$ cat config.mk
export PLATFORM = sky130hd
export DESIGN_NAME = ttw_ctrl
export DESIGN_NICKNAME = d
export VERILOG_FILES = /design/src/hdl/ttw_pkg.sv /design/src/hdl/ttw_ctrl.sv
export SDC_FILE = /design/constraint.sdc
export NUM_CORES = 1
export LEC_CHECK = 0
export BUFFER_PORTS_ARGS = -buffer_cell sky130_fd_sc_hd__buf_4
export CORE_AREA = 4 4 41 43
export CTS_BUF_LIST = sky130_fd_sc_hd__clkbuf_4 sky130_fd_sc_hd__clkbuf_8 sky130_fd_sc_hd__clkbuf_16
export CTS_CLUSTER_DIAMETER = 200
export DETAILED_ROUTE_END_ITERATION = 12
export DIE_AREA = 0 0 45 47
export GPL_TIMING_DRIVEN = 0
export SYNTH_ARGS = -nofsm -noshare
export SYNTH_HDL_FRONTEND = slang
export SYNTH_SLANG_ARGS = --single-unit
export TNS_END_PERCENT = 100
$ cat constraint.sdc
create_clock -name clk -period 2.05 [get_ports clk]
set_clock_uncertainty 0.05 [all_clocks]
set_input_delay 0.1025 -clock clk [delete_from_list [all_inputs] [get_ports clk]]
set_output_delay 0.1025 -clock clk [all_outputs]
set_load 0.005 [all_outputs]
$ cat src/hdl/ttw_pkg.sv
// Shared constants, command and status types for the text terminal writer.
`timescale 1ns / 1ps

package ttw_pkg;

  localparam int COLUMNS    = 80;
  localparam int ROWS       = 25;
  localparam int CELL_COUNT = COLUMNS * ROWS;
  localparam int ADDR_W     = $clog2(CELL_COUNT);

  localparam int ROW_W   = 5;
  localparam int COL_W   = 7;
  localparam int CHAR_W  = 8;
  localparam int COLOR_W = 8;
  localparam int CELL_W  = CHAR_W + COLOR_W;

  localparam logic [CHAR_W-1:0]  NEWLINE_CODE = 8'd10;
  localparam logic [CHAR_W-1:0]  SPACE_CODE   = 8'h20;
  localparam logic [CELL_W-1:0]  INIT_CELL    = 16'h0F20;
  localparam logic [COLOR_W-1:0] COLOR_RESET  = 8'd15;

  localparam logic [ROW_W-1:0] ROW_LAST  = ROW_W'(ROWS - 1);
  localparam logic [COL_W-1:0] COL_LAST  = COL_W'(COLUMNS - 1);
  localparam logic [ROW_W-1:0] ROW_RESET = ROW_W'(1);

  localparam logic [ADDR_W-1:0] ADDR_LAST     = ADDR_W'(CELL_COUNT - 1);
  localparam logic [ADDR_W-1:0] SCROLL_BASE   = ADDR_W'(COLUMNS);
  localparam logic [ADDR_W-1:0] MOVE_LAST     = ADDR_W'(COLUMNS * (ROWS - 1) - 1);
  localparam logic [ADDR_W-1:0] LAST_ROW_BASE = ADDR_W'(COLUMNS * (ROWS - 1));

  typedef enum logic [1:0] {
    FUNC_PUT    = 2'd0,
    FUNC_READ   = 2'd1,
    FUNC_SETCUR = 2'd2,
    FUNC_CLEAR  = 2'd3
  } func_t;

  typedef enum logic [2:0] {
    PTR_HOLD,
    PTR_ROW,
    PTR_SCROLL,
    PTR_LAST,
    PTR_INC
  } ptr_sel_t;

  typedef enum logic [2:0] {
    WR_NONE,
    WR_INIT,
    WR_BLANK,
    WR_PUT,
    WR_MOVE
  } wr_sel_t;

  typedef enum logic [1:0] {
    RD_NONE,
    RD_TARGET,
    RD_SCROLL
  } rd_sel_t;

  typedef enum logic [1:0] {
    CUR_HOLD,
    CUR_PUT,
    CUR_SET
  } cur_op_t;

  typedef struct packed {
    logic     load_item;
    ptr_sel_t ptr_sel;
    wr_sel_t  wr_sel;
    rd_sel_t  rd_sel;
    cur_op_t  cur_op;
    logic     out_load;
  } ctrl_cmd_t;

  typedef struct packed {
    func_t func;
    logic  put_scroll;
    logic  row_ok;
    logic  ptr_last;
    logic  col_last;
    logic  move_last;
  } dp_status_t;

  function automatic logic [ADDR_W-1:0] cell_addr(input logic [ROW_W-1:0] row,
                                                  input logic [COL_W-1:0] col);
    return ADDR_W'(row) * ADDR_W'(COLUMNS) + ADDR_W'(col);
  endfunction

endpackage

$ cat src/hdl/ttw_ctrl.sv
// Sequencing state machine for the text terminal writer.
`timescale 1ns / 1ps

module ttw_ctrl
  import ttw_pkg::*;
(
  input  logic       clk,
  input  logic       rst_n,
  input  logic       in_valid,
  output logic       in_ready,
  output logic       out_valid,
  input  logic       out_ready,
  input  dp_status_t status,
  output ctrl_cmd_t  cmd
);

  typedef enum logic [2:0] {
    ST_INIT,
    ST_IDLE,
    ST_DISPATCH,
    ST_CLEAR,
    ST_MOVE,
    ST_DRAIN,
    ST_BLANK,
    ST_DONE
  } state_t;

  state_t state_r, state_nxt;
  logic   out_valid_r, out_valid_nxt;

  assign in_ready  = (state_r == ST_IDLE);
  assign out_valid = out_valid_r;

  always_comb begin
    state_nxt     = state_r;
    out_valid_nxt = out_valid_r && !out_ready;
    cmd           = '{load_item: 1'b0, ptr_sel: PTR_HOLD, wr_sel: WR_NONE,
                      rd_sel: RD_NONE, cur_op: CUR_HOLD, out_load: 1'b0};
    case (state_r)
      ST_INIT: begin
        cmd.wr_sel  = WR_INIT;
        cmd.ptr_sel = PTR_INC;
        if (status.ptr_last) begin
          state_nxt = ST_IDLE;
        end
      end
      ST_IDLE: begin
        if (in_valid) begin
          cmd.load_item = 1'b1;
          state_nxt     = ST_DISPATCH;
        end
      end
      ST_DISPATCH: begin
        case (status.func)
          FUNC_PUT: begin
            cmd.wr_sel  = WR_PUT;
            cmd.cur_op  = CUR_PUT;
            cmd.ptr_sel = PTR_SCROLL;
            state_nxt   = status.put_scroll ? ST_MOVE : ST_DONE;
          end
          FUNC_READ: begin
            cmd.rd_sel = RD_TARGET;
            state_nxt  = ST_DONE;
          end
          FUNC_SETCUR: begin
            cmd.cur_op = CUR_SET;
            state_nxt  = ST_DONE;
          end
          FUNC_CLEAR: begin
            cmd.ptr_sel = PTR_ROW;
            state_nxt   = status.row_ok ? ST_CLEAR : ST_DONE;
          end
          default: begin
            state_nxt = ST_DONE;
          end
        endcase
      end
      ST_CLEAR: begin
        cmd.wr_sel  = WR_BLANK;
        cmd.ptr_sel = PTR_INC;
        if (status.col_last) begin
          state_nxt = ST_DONE;
        end
      end
      ST_MOVE: begin
        cmd.rd_sel  = RD_SCROLL;
        cmd.wr_sel  = WR_MOVE;
        cmd.ptr_sel = PTR_INC;
        if (status.move_last) begin
          state_nxt = ST_DRAIN;
        end
      end
      ST_DRAIN: begin
        cmd.wr_sel  = WR_MOVE;
        cmd.ptr_sel = PTR_LAST;
        state_nxt   = ST_BLANK;
      end
      ST_BLANK: begin
        cmd.wr_sel  = WR_BLANK;
        cmd.ptr_sel = PTR_INC;
        if (status.col_last) begin
          state_nxt = ST_DONE;
        end
      end
      ST_DONE: begin
        if (!out_valid_r || out_ready) begin
          cmd.out_load  = 1'b1;
          out_valid_nxt = 1'b1;
          state_nxt     = ST_IDLE;
        end
      end
      default: begin
        state_nxt = ST_IDLE;
      end
    endcase
  end

  always_ff @(posedge clk) begin
    if (!rst_n) begin
      state_r     <= ST_INIT;
      out_valid_r <= 1'b0;
    end else begin
      state_r     <= state_nxt;
      out_valid_r <= out_valid_nxt;
    end
  end

endmodule

==> results.py, run 1 <==
metrics = {
    "synth": {
        "synth_cell_types": 27,
        "synthArstFlopShare_pct": 0,
        "synth_fp_nets": 76,
        "synth_seq_area_share_pct": 18.55,
        "synth_seq_cells": 4,
        "syn_avg_cell_area_um2": 7.076,
        "synth_flop_cell": "dfxtp_1",
        "synth-edff-count": 0,
        "yosys_warnings": 0,
        "syn-cell-area_um2": 431.7,
        "netlist_instances": 61,
    },
    "worst_setup_path": {
        "start_kind": "flip-flop",
        "crit_type": "flip-flop to output port",
        "crit_path_max_fanout": 10,
        "worstPathRequired_ns": 1.90,
        "end_kind": "output port",
        "arrival_ns": 1.62,
    },
    "die": {
        "core_area_um2": 1301,
        "die-area_um2": 2115,
        "initial_utilization_pct": 33.17,
        "die_h_um": 47,
        "dieWidth_um": 45,
        "rows": 13,
        "ioPinCount": 25,
    },
    "global_route": {
        "antenna_found_initial": 0,
        "grt_pass1_vias": 487,
        "grt_pass1_wl_mm": 1.945,
        "grt_use_met3_pct": 7.663,
        "top_usage_layer": "met2",
        "grt_overflow_total": 0,
        "grt_usage_pct": 12.49,
        "met2_usage_pct": 21.19,
        "gr-usage-met1_pct": 13.67,
        "grt_max_degree": 11,
    },
    "cts": {
        "cts_resized": 0,
        "cts_hold_buf": 0,
        "htreeDepth": 1,
        "tritoncts": "yes",
        "clk_pin_slew_ns": 0.04,
        "post_cts_buffers": 0,
        "clock_sinks": 4,
        "numCtsBuffers": 3,
        "clkLatencyLatePin_ns": 0.23,
        "cts_max_path_buffers": 2,
        "cts-root-buf": "clkbuf_4",
    },
    "timing": {
        "drv_slew": 0,
        "finalSetupViolCount": 0,
        "post-route-min-period_ns": 1.770,
        "max_slew_margin_pct": 70.90,
        "timing.final.crit_share_pct": 86.33,
        "max_freq_mhz": 565.1,
        "tightest_slew_ns": 0.4365,
        "finalHoldViolCount": 0,
        "fin_setup_tns_ns": 0,
        "rsz0062_at_grt": "no",
    },
    "placed_design": {
        "numPortBuffers": 24,
        "globalplace.congestion": 0.7591,
        "hpwlAfterDp_um": 903.6,
    },
    "drt": {
        "vias": 519,
        "initialDrtViolationCount": 6,
        "first_pass_iters": 3,
        "wl_per_cell_um": 10.88,
        "drt-total-wl_mm": 1.121,
        "via_per_inst": 5.039,
        "drc": 0,
        "ant_nets": 0,
    },
    "final_layout": {
        "multi_input_area_um2": 310.3,
        "nFillCells": 151,
        "area_growth_pct": 51.30,
        "antenna_cells": 0,
        "drive_above_1_share_pct": 35.23,
        "regArea_um2": 80.08,
        "fin_nets": 105,
        "postLayoutCoreUtil_pct": 50.19,
    },
    "pwr": {
        "peakVddDrop_v": 0.0004701,
        "p_per_area_nw_per_um2": 1040,
        "p_leak_nw": 0.3251,
    },
    "run_status": {
        "status": "completed",
    },
    "min_path": {
        "holdCritPathClass": "input port to flip-flop",
    },
    "run": {
        "cap_violations": 0,
    },
}
## critical path, stage by stage, from the launching register on
cell,delay (ns)
dfxtp_1,0.32
buf_2,0.22
buf_1,0.38
nor2_1,0.13
a22o_1,0.19
buf_4,0.13
## through the flow
stage                     instances  instance area, um2  power [mW]  setup slack [ns]  hold slack [ns]
after floorplan                  61               431.7      0.4004            0.6371           0.1807
after global placement          100               630.6      0.5880            0.4611           0.2945
after detailed placement        100               630.6      0.5874            0.4598           0.2980
after CTS                       103               653.1      0.6895            0.2875          0.05013
after global routing            103               653.1      0.7542            0.1828          0.06889
final                           103               653.1      0.6792            0.2803          0.05238
## power breakdown
part | leakage (nW) | switching [mW] | internal, mW | total [mW]
sequential | 0.0328 | 0.0198 | 0.103 | 0.122
combinational | 0.279 | 0.234 | 0.228 | 0.462
clock | 0.0138 | 0.0299 | 0.0653 | 0.0952
total | 0.325 | 0.283 | 0.396 | 0.679
## routing by layer
metal	up-vias	wire, um
li1	266	-
met1	234	474
met2	19	529
met3	0	117
met4	0	0
met5	-	0
## Yosys cell counts (all sizes together), types with 2 or more instances
cell | n | area, um2
nor2b | 6 | 37.54
and2 | 3 | 18.77
nand2 | 5 | 18.77
buf | 3 | 13.76
inv | 6 | 22.52
dfxtp | 4 | 80.08
o21ai | 4 | 20.02
nor2 | 4 | 15.01
ha | 4 | 50.05
nor3 | 5 | 25.02
nand3 | 2 | 10.01
## cell type report
cell class / instances / share of cell area [%]
flip-flops and latches: 4 / 12.26
well taps: 15 / 2.874
plain buffers: 4 / 2.874
clock buffers: 3 / 3.448
multi-input cells: 47 / 47.51
repair buffers: 24 / 27.59
inverters: 6 / 3.448
## cell usage in the layout, fill, tap and decap left out
master	count
nand4_1	1
dfxtp_1	4
buf_1	1
mux2i_1	1
nor2_1	4
nor3_1	5
buf_4	24
and2_1	3
nor4_1	1
nor4bb_1	1
clkbuf_4	3
xor2_1	1
buf_2	2
nor2b_1	6
a21oi_1	1
nor3b_1	1
nand2_1	5
a31oi_1	1
clkbuf_2	1
a22o_1	1
inv_1	6
a32o_1	1
o22ai_1	1
o21ai_0	4
ha_1	4
a21o_1	1
a311oi_2	1
nand3_1	2
a211oi_1	1
## cells by family (layout without fill, tap and decap cells)
kind of cell	Yosys count	after routing	share of synthesized area, %
mux	1	1	2.319
buf+inv	10	37	9.563
flops	4	4	18.55
fa+ha+maj	4	4	11.59
xor+xnor	1	1	2.029
simple gates	29	29	35.94
compound gates	12	12	20.00
## final timing paths
check             start          to  slack [ns]  cells after the start
max          state_r[0]      cmd[8]        0.28                      5
min               rst_n   out_valid        0.05                      2
max reg2reg  state_r[2]  state_r[1]        0.45                      5
min reg2reg   out_valid   out_valid        0.61                      3
## sequential cells by signal, indices dropped and copies added, names as in the netlist
signal	flops
out_valid	1
state_r	3
Power figures use the tool's default switching activity.
==> run 2, diff against run 1 <==
--- a/config.mk
+++ b/config.mk
@@ -5,12 +5,12 @@
 export SDC_FILE = /design/constraint.sdc
 export NUM_CORES = 1
 export LEC_CHECK = 0
-export BUFFER_PORTS_ARGS = -buffer_cell sky130_fd_sc_hd__buf_4
 export CORE_AREA = 4 4 41 43
 export CTS_BUF_LIST = sky130_fd_sc_hd__clkbuf_4 sky130_fd_sc_hd__clkbuf_8 sky130_fd_sc_hd__clkbuf_16
 export CTS_CLUSTER_DIAMETER = 200
 export DETAILED_ROUTE_END_ITERATION = 12
 export DIE_AREA = 0 0 45 47
+export DONT_BUFFER_PORTS = 1
 export GPL_TIMING_DRIVEN = 0
 export SYNTH_ARGS = -nofsm -noshare
 export SYNTH_HDL_FRONTEND = slang
==> constraint.sdc (replaced) <==
create_clock -name clk -period 1.88 [get_ports clk]
set_clock_uncertainty 0.05 [all_clocks]
set_input_delay 0.094 -clock clk [delete_from_list [all_inputs] [get_ports clk]]
set_output_delay 0.094 -clock clk [all_outputs]
set_load 0.005 [all_outputs]
==> results.py, run 2 (same netlist as run 1, synthesis figures left out) <==
metrics = {
    "timing": {
        "timing.final.crit_share_pct": 87.15,
        "fin_setup_tns_ns": 0,
        "finalSetupViolCount": 0,
        "drv_slew": 0,
        "fin_ws_ns": 0.2415,
        "max_freq_mhz": 610.3,
        "hold_slack_ns": 0.04737,
        "rsz0062_at_grt": "no",
        "finalHoldViolCount": 0,
        "tightest_slew_ns": 0.4092,
        "post-route-min-period_ns": 1.638,
        "max_slew_margin_pct": 72.72,
    },
    "pwr": {
        "p_leak_nw": 0.2073,
        "switching_share_pct": 46.83,
        "internal_power_mw": 0.3236,
        "p_seq_share_pct": 21.8,
        "totalPowerFinal_mw": 0.6085,
        "power_frac_comb_pct": 61.0,
        "switching_power_mw": 0.2850,
        "p_per_area_nw_per_um2": 1260,
        "peakVddDrop_v": 0.0003199,
        "power_frac_clock_pct": 17.3,
    },
    "min_path": {
        "holdPathEnd": "state_r[2]",
        "holdCritPathClass": "input port to flip-flop",
        "hold_depth": 2,
        "min_from": "rst_n",
    },
    "final_layout": {
        "regArea_um2": 80.08,
        "fin_cells": 80,
        "area_growth_pct": 11.88,
        "fin_nets": 82,
        "multi_input_area_um2": 310.3,
        "postLayoutCoreUtil_pct": 37.12,
        "nFillCells": 151,
        "drive_above_1_share_pct": 10.77,
        "final_cell_mix": "inv_1, nor2b_1, nor3_1, nand2_1",
        "antenna_cells": 0,
        "fin_area_um2": 483.0,
        "largest_register_ffs": 3,
        "largest_register": "state_r",
    },
    "worst_setup_path": {
        "start_kind": "flip-flop",
        "end_kind": "flip-flop",
        "r2r-end": "state_r[1]",
        "arrival_ns": 1.70,
        "slowest_stage": "a311oi_2",
        "reg2reg_depth": 5,
        "worstReg2RegStart": "state_r[2]",
        "crit_type": "flip-flop to flip-flop",
        "reg2reg_slack_ns": 0.24,
        "worstPathRequired_ns": 1.95,
        "crit_path_max_incr_delay_ns": 0.42,
        "crit_path_max_fanout": 8,
        "crit_family": "compound AO/OA/AOI/OAI gates",
        "critical_path_buf_inv_count": 2,
        "path_cells": "clkbuf_2 > inv_1 > a311oi_2 > nand4_1 > a32o_1",
    },
    "die": {
        "ioPinCount": 25,
        "dieWidth_um": 45,
        "die_h_um": 47,
        "rows": 13,
        "die-area_um2": 2115,
        "core_area_um2": 1301,
        "initial_utilization_pct": 33.17,
    },
    "cts": {
        "cts_resized": 0,
        "htreeDepth": 1,
        "clk_pin_slew_ns": 0.03,
        "numCtsBuffers": 3,
        "clkLatencyLatePin_ns": 0.23,
        "cts_hold_buf": 1,
        "cts-root-buf": "clkbuf_4",
        "clock_sinks": 4,
        "tritoncts": "yes",
        "cts_max_path_buffers": 2,
        "post_cts_buffers": 0,
    },
    "global_route": {
        "antenna_found_initial": 0,
        "grt_usage_pct": 11.77,
        "grt_pass1_wl_mm": 1.814,
        "grt_pass1_vias": 426,
        "grt_max_degree": 11,
        "grt_overflow_total": 0,
    },
    "drt": {
        "drt-total-wl_mm": 1.074,
        "vias": 428,
        "drc": 0,
        "first_pass_iters": 4,
        "wl_per_cell_um": 13.43,
        "ant_nets": 0,
        "via_per_inst": 5.350,
        "initialDrtViolationCount": 8,
    },
    "placed_design": {
        "globalplace.congestion": 0.6982,
        "postPlaceCellArea_um2": 450.4,
        "numPortBuffers": 0,
        "dp.cells": 76,
        "hpwlAfterDp_um": 824.8,
        "pre_cts_ws_ns": 0.2432,
    },
    "run": {
        "cap_violations": 0,
    },
    "run_status": {
        "status": "completed",
    },
}
run 2: changes by cell type in the layout (fill, tap and decap cells not counted):
cell           previous run  this run
dlygate4sd3_1             0         1
buf_4                    24         0
run 2: worst max path at each step:
stage	startpoint	end	slack, ns	cells after the start
2_1_floorplan	state_r[2]	state_r[1]	0.47	5
3_3_place_gp	state_r[2]	state_r[1]	0.31	5
3_5_place_dp	state_r[2]	state_r[1]	0.24	5
4_1_cts	state_r[2]	state_r[1]	0.23	5
5_1_grt	state_r[2]	state_r[1]	0.08	5
6_report	state_r[2]	state_r[1]	0.24	5
run 2: per-layer routing:
| metal | wire length [um] | global-route usage [%] | vias to the layer above |
|---|---|---|---|
| met3 | 99 | 7.663 | 0 |
| met4 | 0 | 3.509 | 0 |
| li1 | - | - | 220 |
| met5 | 0 | 0 | - |
| met2 | 510 | 20.06 | 15 |
| met1 | 464 | 11.82 | 193 |
run 2: final cells by class:
class,instances,area share (%)
inverter,6,4.663
clock buffer,3,4.663
multi-input combinational,47,64.25
timing repair buffer,1,2.073
buffer,4,3.886
sequential,4,16.58
tap,15,3.886
run 2: power by group through the flow:
| stage | sequential (mW) | clock (mW) | combinational [mW] |
|---|---|---|---|
| 5_1_grt | 0.135 | 0.117 | 0.427 |
| 6_report | 0.132 | 0.105 | 0.371 |
| 3_3_place_gp | 0.132 | 0 | 0.368 |
| 2_1_floorplan | 0.128 | 0 | 0.309 |
| 4_1_cts | 0.131 | 0.109 | 0.376 |
| 3_5_place_dp | 0.133 | 0 | 0.372 |
==> run 3, diff against run 2 <==
--- a/config.mk
+++ b/config.mk
@@ -12,6 +12,7 @@
 export DIE_AREA = 0 0 45 47
 export DONT_BUFFER_PORTS = 1
 export GPL_TIMING_DRIVEN = 0
+export SETUP_SLACK_MARGIN = 0.3
 export SYNTH_ARGS = -nofsm -noshare
 export SYNTH_HDL_FRONTEND = slang
 export SYNTH_SLANG_ARGS = --single-unit
==> results.py, run 3 (same netlist as run 1, synthesis figures left out) <==
metrics = {
    "placed_design": {
        "globalplace.congestion": 0.6982,
        "hpwlAfterDp_um": 824.8,
        "numPortBuffers": 0,
        "dp.cells": 76,
    },
    "worst_setup_path": {
        "start_kind": "flip-flop",
        "slowest_stage": "dfxtp_1",
        "end_kind": "flip-flop",
        "arrival_ns": 1.55,
        "path_cells": "buf_4 > nor4bb_2 > a311oi_4 > nand4_1 > a32o_1",
        "crit_type": "flip-flop to flip-flop",
        "worstPathRequired_ns": 1.94,
        "crit_path_max_fanout": 8,
        "crit_path_max_incr_delay_ns": 0.29,
    },
    "die": {
        "dieWidth_um": 45,
        "core_area_um2": 1301,
        "die_h_um": 47,
        "initial_utilization_pct": 33.17,
        "rows": 13,
        "die-area_um2": 2115,
        "ioPinCount": 25,
    },
    "final_layout": {
        "nFillCells": 138,
        "final_cell_mix": "nor2b_1, inv_1, nand2_1",
        "multi_input_area_um2": 341.6,
        "antenna_cells": 0,
        "fin_nets": 85,
        "final_common_cell": "nor2b_1",
        "largest_register_ffs": 3,
        "regArea_um2": 81.33,
        "drive_above_1_share_pct": 25.00,
        "area_growth_pct": 27.54,
        "fin_cells": 83,
        "largest_register": "state_r",
    },
    "run_status": {
        "status": "completed",
    },
    "global_route": {
        "antenna_found_initial": 0,
        "grt_max_degree": 11,
        "grt_pass1_wl_mm": 1.863,
        "grt_overflow_total": 0,
        "grt_usage_pct": 12.25,
        "grt_pass1_vias": 422,
    },
    "cts": {
        "htreeDepth": 1,
        "numCtsBuffers": 3,
        "clock_sinks": 4,
        "cts_max_path_buffers": 2,
        "cts-root-buf": "clkbuf_4",
        "clk_pin_slew_ns": 0.03,
        "tritoncts": "yes",
        "clkLatencyLatePin_ns": 0.24,
    },
    "timing": {
        "rsz0062_at_grt": "no",
        "tightest_slew_ns": 0.3450,
        "post-route-min-period_ns": 1.481,
        "timing.final.crit_share_pct": 78.76,
        "drv_slew": 0,
        "max_freq_mhz": 675.3,
        "max_slew_margin_pct": 76.67,
        "fin_setup_tns_ns": 0,
        "finalHoldViolCount": 0,
        "finalSetupViolCount": 0,
    },
    "drt": {
        "drc": 0,
        "vias": 440,
        "drt-total-wl_mm": 1.196,
        "via_per_inst": 5.301,
        "ant_nets": 0,
        "first_pass_iters": 4,
        "wl_per_cell_um": 14.41,
        "initialDrtViolationCount": 4,
    },
    "min_path": {
        "holdCritPathClass": "input port to flip-flop",
    },
    "run": {
        "cap_violations": 0,
    },
    "pwr": {
        "p_per_area_nw_per_um2": 1348,
        "p_leak_nw": 0.2325,
        "peakVddDrop_v": 0.0003357,
    },
}
==> run 3: layout make-up <==
class | instances | area share (%)
multi-input cells | 47 | 62.05
plain buffers | 4 | 5.682
repair buffers | 4 | 5.909
well taps | 15 | 3.409
inverters | 6 | 4.091
clock buffers | 3 | 4.091
flip-flops and latches | 4 | 14.77
==> run 3: per-layer routing <==
metal,GRT usage (%),vias up,share of wire (%)
met5,0,-,0
met4,3.509,0,0
met3,6.897,0,7.8
met2,21.19,15,50
met1,12.76,201,42
li1,-,224,-
==> run 3: path summary, 6_finish.rpt <==
| check | startpoint | endpoint | slack [ns] | depth (start not counted) |
|---|---|---|---|---|
| setup / recovery | state_r[2] | state_r[1] | 0.40 | 5 |
| hold / removal | rst_n | state_r[2] | 0.04 | 2 |
| hold reg to reg | state_r[1] | state_r[2] | 0.68 | 3 |
| setup reg to reg | state_r[2] | state_r[1] | 0.40 | 5 |
==> run 3: per-stage QoR <==
step | power [mW] | cell area (um2) | hold slack [ns] | utilization [%] | setup WS [ns]
after floorplan | 0.4366 | 431.7 | 0.1722 | - | 0.4671
after global placement | 0.4997 | 450.4 | 0.1763 | 34.62 | 0.3115
after detailed placement | 0.5044 | 450.4 | 0.1833 | 34.62 | 0.2432
after CTS | 0.6438 | 495.5 | 0.04082 | 38.08 | 0.2375
after global routing | 0.8093 | 550.5 | 0.05982 | 42.31 | 0.3124
final | 0.7423 | 550.5 | 0.03832 | 42.31 | 0.3992
==> run 3: power breakdown <==
group	switching, mW	internal, mW
clock network	0.0371	0.0716
registers	0.0275	0.114
logic	0.266	0.226
total	0.331	0.411
==> run 3: timing repair <==
| item | 4_1_cts | 5_1_grt |
|---|---|---|
| endpoints found under the setup margin | 5 | 7 |
| pin swaps | 0 | 3 |
| resized for setup | 3 | 13 |
| setup buffers | 0 | 3 |
| endpoints found under the hold margin | 2 | 0 |
| cloned | 0 | 0 |
| hold buffers | 1 | 0 |
==> run 3: worst max-delay path, delay by kind of cell, from the launching register on <==
kind / cells / cell delay [ns]
compound gates: 2 / 0.55
simple gates: 2 / 0.31
flops: 1 / 0.29
buf+inv: 1 / 0.16
